File: config.mk
export PLATFORM = sky130hd
export DESIGN_NAME = wrg_mac
export DESIGN_NICKNAME = d
export VERILOG_FILES = /design/src/sv/wrg_pkg.sv /design/src/sv/wrg_mac.sv
export SDC_FILE = /design/constraint.sdc
export NUM_CORES = 2
export LEC_CHECK = 0
export BUFFER_PORTS_ARGS = -buffer_cell sky130_fd_sc_hd__buf_2
export CORE_MARGIN = 1.5
export CORE_UTILIZATION = 60
export CTS_BUF_LIST = sky130_fd_sc_hd__clkbuf_8
export CTS_CLUSTER_DIAMETER = 50
export DETAILED_ROUTE_END_ITERATION = 8
export PLACE_DENSITY = 0.91
export SYNTH_ARGS = -nofsm -noshare
export SYNTH_HDL_FRONTEND = slang
export SYNTH_SLANG_ARGS = --single-unit
export TNS_END_PERCENT = 50
File: constraint.sdc
create_clock -name clk -period 10.6 [get_ports clk]
set_input_delay 2.12 -clock clk [delete_from_list [all_inputs] [get_ports clk]]
set_output_delay 2.12 -clock clk [all_outputs]
set_load 0.02 [all_outputs]
File: src/sv/wrg_pkg.sv
// Shared constants, types and a helper function for the water ripple wave grid.
package wrg_pkg;

    localparam int GRID_SIZE = 64;
    localparam int CW        = $clog2(GRID_SIZE);
    localparam int AW        = 2 * CW;
    localparam int CELLS     = 1 << AW;
    localparam int HW        = 24;
    localparam int QW        = 17;
    localparam int FB        = 16;
    localparam int PW        = QW + CW;
    localparam int RW        = CW + 2;
    localparam int TW        = 20;
    localparam int SW        = 11;
    localparam int C2W       = 16;
    localparam int DW        = 17;
    localparam int NW        = 2 * PW + 2;
    localparam int ACC_W     = 64;
    localparam int MA_W      = 28;
    localparam int MB_W      = 17;

    localparam logic [QW-1:0] Q_ONE      = QW'(65536);
    localparam logic [TW-1:0] MIN_STEP   = TW'(1000);

    localparam logic [1:0] OP_IMPULSE = 2'd0;
    localparam logic [1:0] OP_ADVANCE = 2'd1;
    localparam logic [1:0] OP_SAMPLE  = 2'd2;

    localparam logic [1:0] REG_WAVE_COEF = 2'd0;
    localparam logic [1:0] REG_DAMPING   = 2'd1;
    localparam logic [1:0] REG_SUBSTEP   = 2'd2;
    localparam logic [1:0] REG_ACC_CAP   = 2'd3;

    localparam logic [1:0] SH_0  = 2'd0;
    localparam logic [1:0] SH_16 = 2'd1;
    localparam logic [1:0] SH_24 = 2'd2;

    typedef struct packed {
        logic       en;
        logic       clr;
        logic [1:0] sh;
    } mac_op_t;

    function automatic logic signed [HW-1:0] sat_h(input logic signed [ACC_W-1:0] v);
        logic signed [HW-1:0] r;
        if (v > ACC_W'(64'sd8388607)) begin
            r = HW'(24'sh7FFFFF);
        end else if (v < -ACC_W'(64'sd8388608)) begin
            r = HW'(24'sh800000);
        end else begin
            r = v[HW-1:0];
        end
        return r;
    endfunction

endpackage

File: src/sv/wrg_mac.sv
// Shared signed multiply-accumulate unit with a selectable shift of the product.
module wrg_mac
    import wrg_pkg::*;
(
    input  logic                     clk,
    input  mac_op_t                  op,
    input  logic signed [MA_W-1:0]   a,
    input  logic [MB_W-1:0]          b,
    output logic signed [ACC_W-1:0]  acc
);

    logic signed [ACC_W-1:0]       acc_reg;
    logic signed [ACC_W-1:0]       acc_next;
    logic signed [MA_W+MB_W:0]     prod;
    logic signed [ACC_W-1:0]       prod_ext;
    logic signed [ACC_W-1:0]       prod_sh;

    always_comb
    begin
        prod     = a * $signed({1'b0, b});
        prod_ext = ACC_W'(prod);
        case (op.sh)
            SH_16:   prod_sh = prod_ext <<< 16;
            SH_24:   prod_sh = prod_ext <<< 24;
            default: prod_sh = prod_ext;
        endcase
        acc_next = (op.clr ? ACC_W'(0) : acc_reg) + prod_sh;
    end

    always_ff @(posedge clk)
    begin
        if (op.en)
        begin
            acc_reg <= acc_next;
        end
    end

    assign acc = acc_reg;

endmodule

==> flow_summary.yaml <==
run_status:
  status: "finished clean"
placed_design:
  dp_cells: 3471
  io_buffers: 113
  dp_hpwl_mm: 55.6
  routabilityCongestion: 0.959
synth:
  synth_most_common_cell: "inv_1"
  synth_area_per_cell_sq_um: 8.64
  syn_inst: 2799
  syn-num-nets: 3486
  synth_area_leaders: "fa_1, inv_1, ha_1"
  async_flop_share_pct: 0
  yosysTopAreaCell: "fa_1"
  ys.flop_type: "edfxtp_1"
  synth_edf_count: 64
  ys_seq_area_share_pct: 7.95
  synthesis.area_sq_um: 24200
  ys_ff_latch: 64
  yosys-top-cells-count: "inv_1, fa_1, nand2_1"
  ys_warn_count: 0
  ys_types: 76
  synth_top_cell_area_share_pct: 38.2
detailed_routing:
  drc: 0
  num_vias: 20300
  detailedRoute.firstIterationViolations: 1516
  firstDrtPassIters: 5
  detail_route.wl_per_cell_um: 19.1
  wl_mm: 66.5
  antenna_left: 0
  vias_per_cell: 5.83
layout:
  largest_reg_flops: 64
  num_antenna_cells: 0
  nNetsFinal: 3645
  syn2layout_area_growth_pct: 9.75
  drive_gt1_share_pct: 11.3
  final_cells: 3488
floorplanning:
  die_h_um: 204
  start_util_pct: 60.9
  rows: 73
  die-area_sq_um: 41500
  pin_count: 114
  core_sq_um: 39700
  die_w_um: 204
clock_tree:
  cts_num_sinks: 64
  cts_tree: "built"
  cts_buffers: 9
  clk_pin_slew_ns: 0.10
  clkLatencyLatePin_ns: 0.37
  clk_path_buf_depth: 2
  hold_buffers: 0
  cts_root_buf: "clkbuf_8"
  htreeDepth: 3
setup_path:
  cp.required_ns: 10.71
  crit_fanout: 16
  crit_top_cell: "fa_1"
  worstSetupStartpointType: "primary input"
  max_stage_delay_ns: 0.56
  cp.arrival_ns: 10.48
  crit_type: "primary input to register"
  slowest_stage: "fa_1"
  endpoint_kind: "register"
job:
  drv_cap: 0
global_routing:
  track_usage_pct: 33.6
  antenna_found_initial: 0
  grt_max_degree: 95
  grt_pass1_wl_mm: 111
  grt_pass1_vias: 22300
  grt.overflow.total: 0
sta:
  worstMarginPinSlew_ns: 0.907
  maxSlewViolCount: 0
  relSlewSlack_pct: 39.5
  finalSetupViolCount: 0
  post-route-min-period_ns: 10.37
  clock.fmax_mhz: 96.4
  period_share_pct: 97.8
  skew_ns: 0.0241
  rsz0062_at_grt: "yes"
  hold_viol: 0
min_path:
  hold_class: "register to register"
## metal layers
| metal | part of all wire [%] | vias to the layer above | GRT usage (%) |
|---|---|---|---|
| li1 | - | 8977 | - |
| met1 | 39 | 10100 | 43.5 |
| met2 | 49 | 1023 | 56.8 |
| met3 | 8.1 | 241 | 5.27 |
| met4 | 3.9 | 0 | 12.8 |
| met5 | 0 | - | 0 |
## area by class of cell
type,count,area [sq um]
clock inverters,7,71.3
flip-flops and latches,64,1920
well taps,525,657
fillers,3046,13200
repair buffers,275,1890
clock buffers,9,124
inverters,617,2320
multi-input cells,1991,19600
## path summary, 6_finish.rpt
check                        start                end  slack [ns]  depth (start not counted)
setup / recovery              b[6]  acc[62]$_DFFE_PP_        0.23                         36
hold reg to reg   acc[0]$_DFFE_PP_   acc[0]$_DFFE_PP_        0.77                          2
setup reg to reg  acc[0]$_DFFE_PP_  acc[48]$_DFFE_PP_        6.93                         14
hold / removal    acc[0]$_DFFE_PP_   acc[0]$_DFFE_PP_        0.77                          2
## cells by family after synthesis
kind of cell    share of synthesized area (%)
compound gates                           11.3
simple gates                             18.2
buf+inv                                  11.6
mux                                    0.0466
fa+ha+maj                                47.3
flops                                    7.95
xor+xnor                                 3.66
## critical path, delay by kind of cell
kind                       cells  cell delay [ns]
and+or+nand+nor                6             1.16
buffers and inverters          7             0.84
adders and majority gates      8             3.75
xor gates and xnor gates       1             0.14
AOI/OAI and AO/OA             14             2.44
## cells in the final DEF (no fill, tap or decap), drive strengths merged, types with 4 or more instances in the layout
| cell | instances |
|---|---|
| xnor2 | 64 |
| a211oi | 16 |
| a221oi | 22 |
| o21ai | 77 |
| ha | 175 |
| a22oi | 17 |
| nand2 | 308 |
| nand4 | 21 |
| o21a | 11 |
| and4 | 4 |
| buf | 273 |
| xor2 | 37 |
| a21oi | 98 |
| o31ai | 8 |
| nor3 | 18 |
| nor2 | 73 |
| fa | 462 |
| nand3 | 30 |
| and2 | 280 |
| nor2b | 75 |
| clkbuf | 11 |
| a31oi | 21 |
| inv | 618 |
| nand2b | 12 |
| and3 | 17 |
| a21o | 62 |
| o211ai | 11 |
| o21bai | 13 |
| o22ai | 4 |
| edfxtp | 64 |
## stage by stage
step / worst slack (ns) / hold WS [ns] / utilization (%) / setup TNS [ns] / area (sq um)
CTS: 0.168 / 0.777 / 66.5 / 0 / 26400
detailed placement: -0.164 / 0.752 / 66.0 / -0.663 / 26200
global placement: -0.0165 / 0.707 / 66.0 / -0.0165 / 26200
global route: -0.0600 / 0.806 / 66.8 / -0.224 / 26500
finish: 0.230 / 0.767 / 66.8 / 0 / 26500
floorplan: 0.196 / 0.824 / - / 0 / 24200
## timing repair
action / in CTS / in global routing
setup endpoints to repair: 0 / 15
setup buffers: 0 / 1
gates resized for setup: 0 / 23
Power is left out: the tool's default activity adds up to more than one toggle a clock period on the data nets, which glitch-free logic cannot reach.
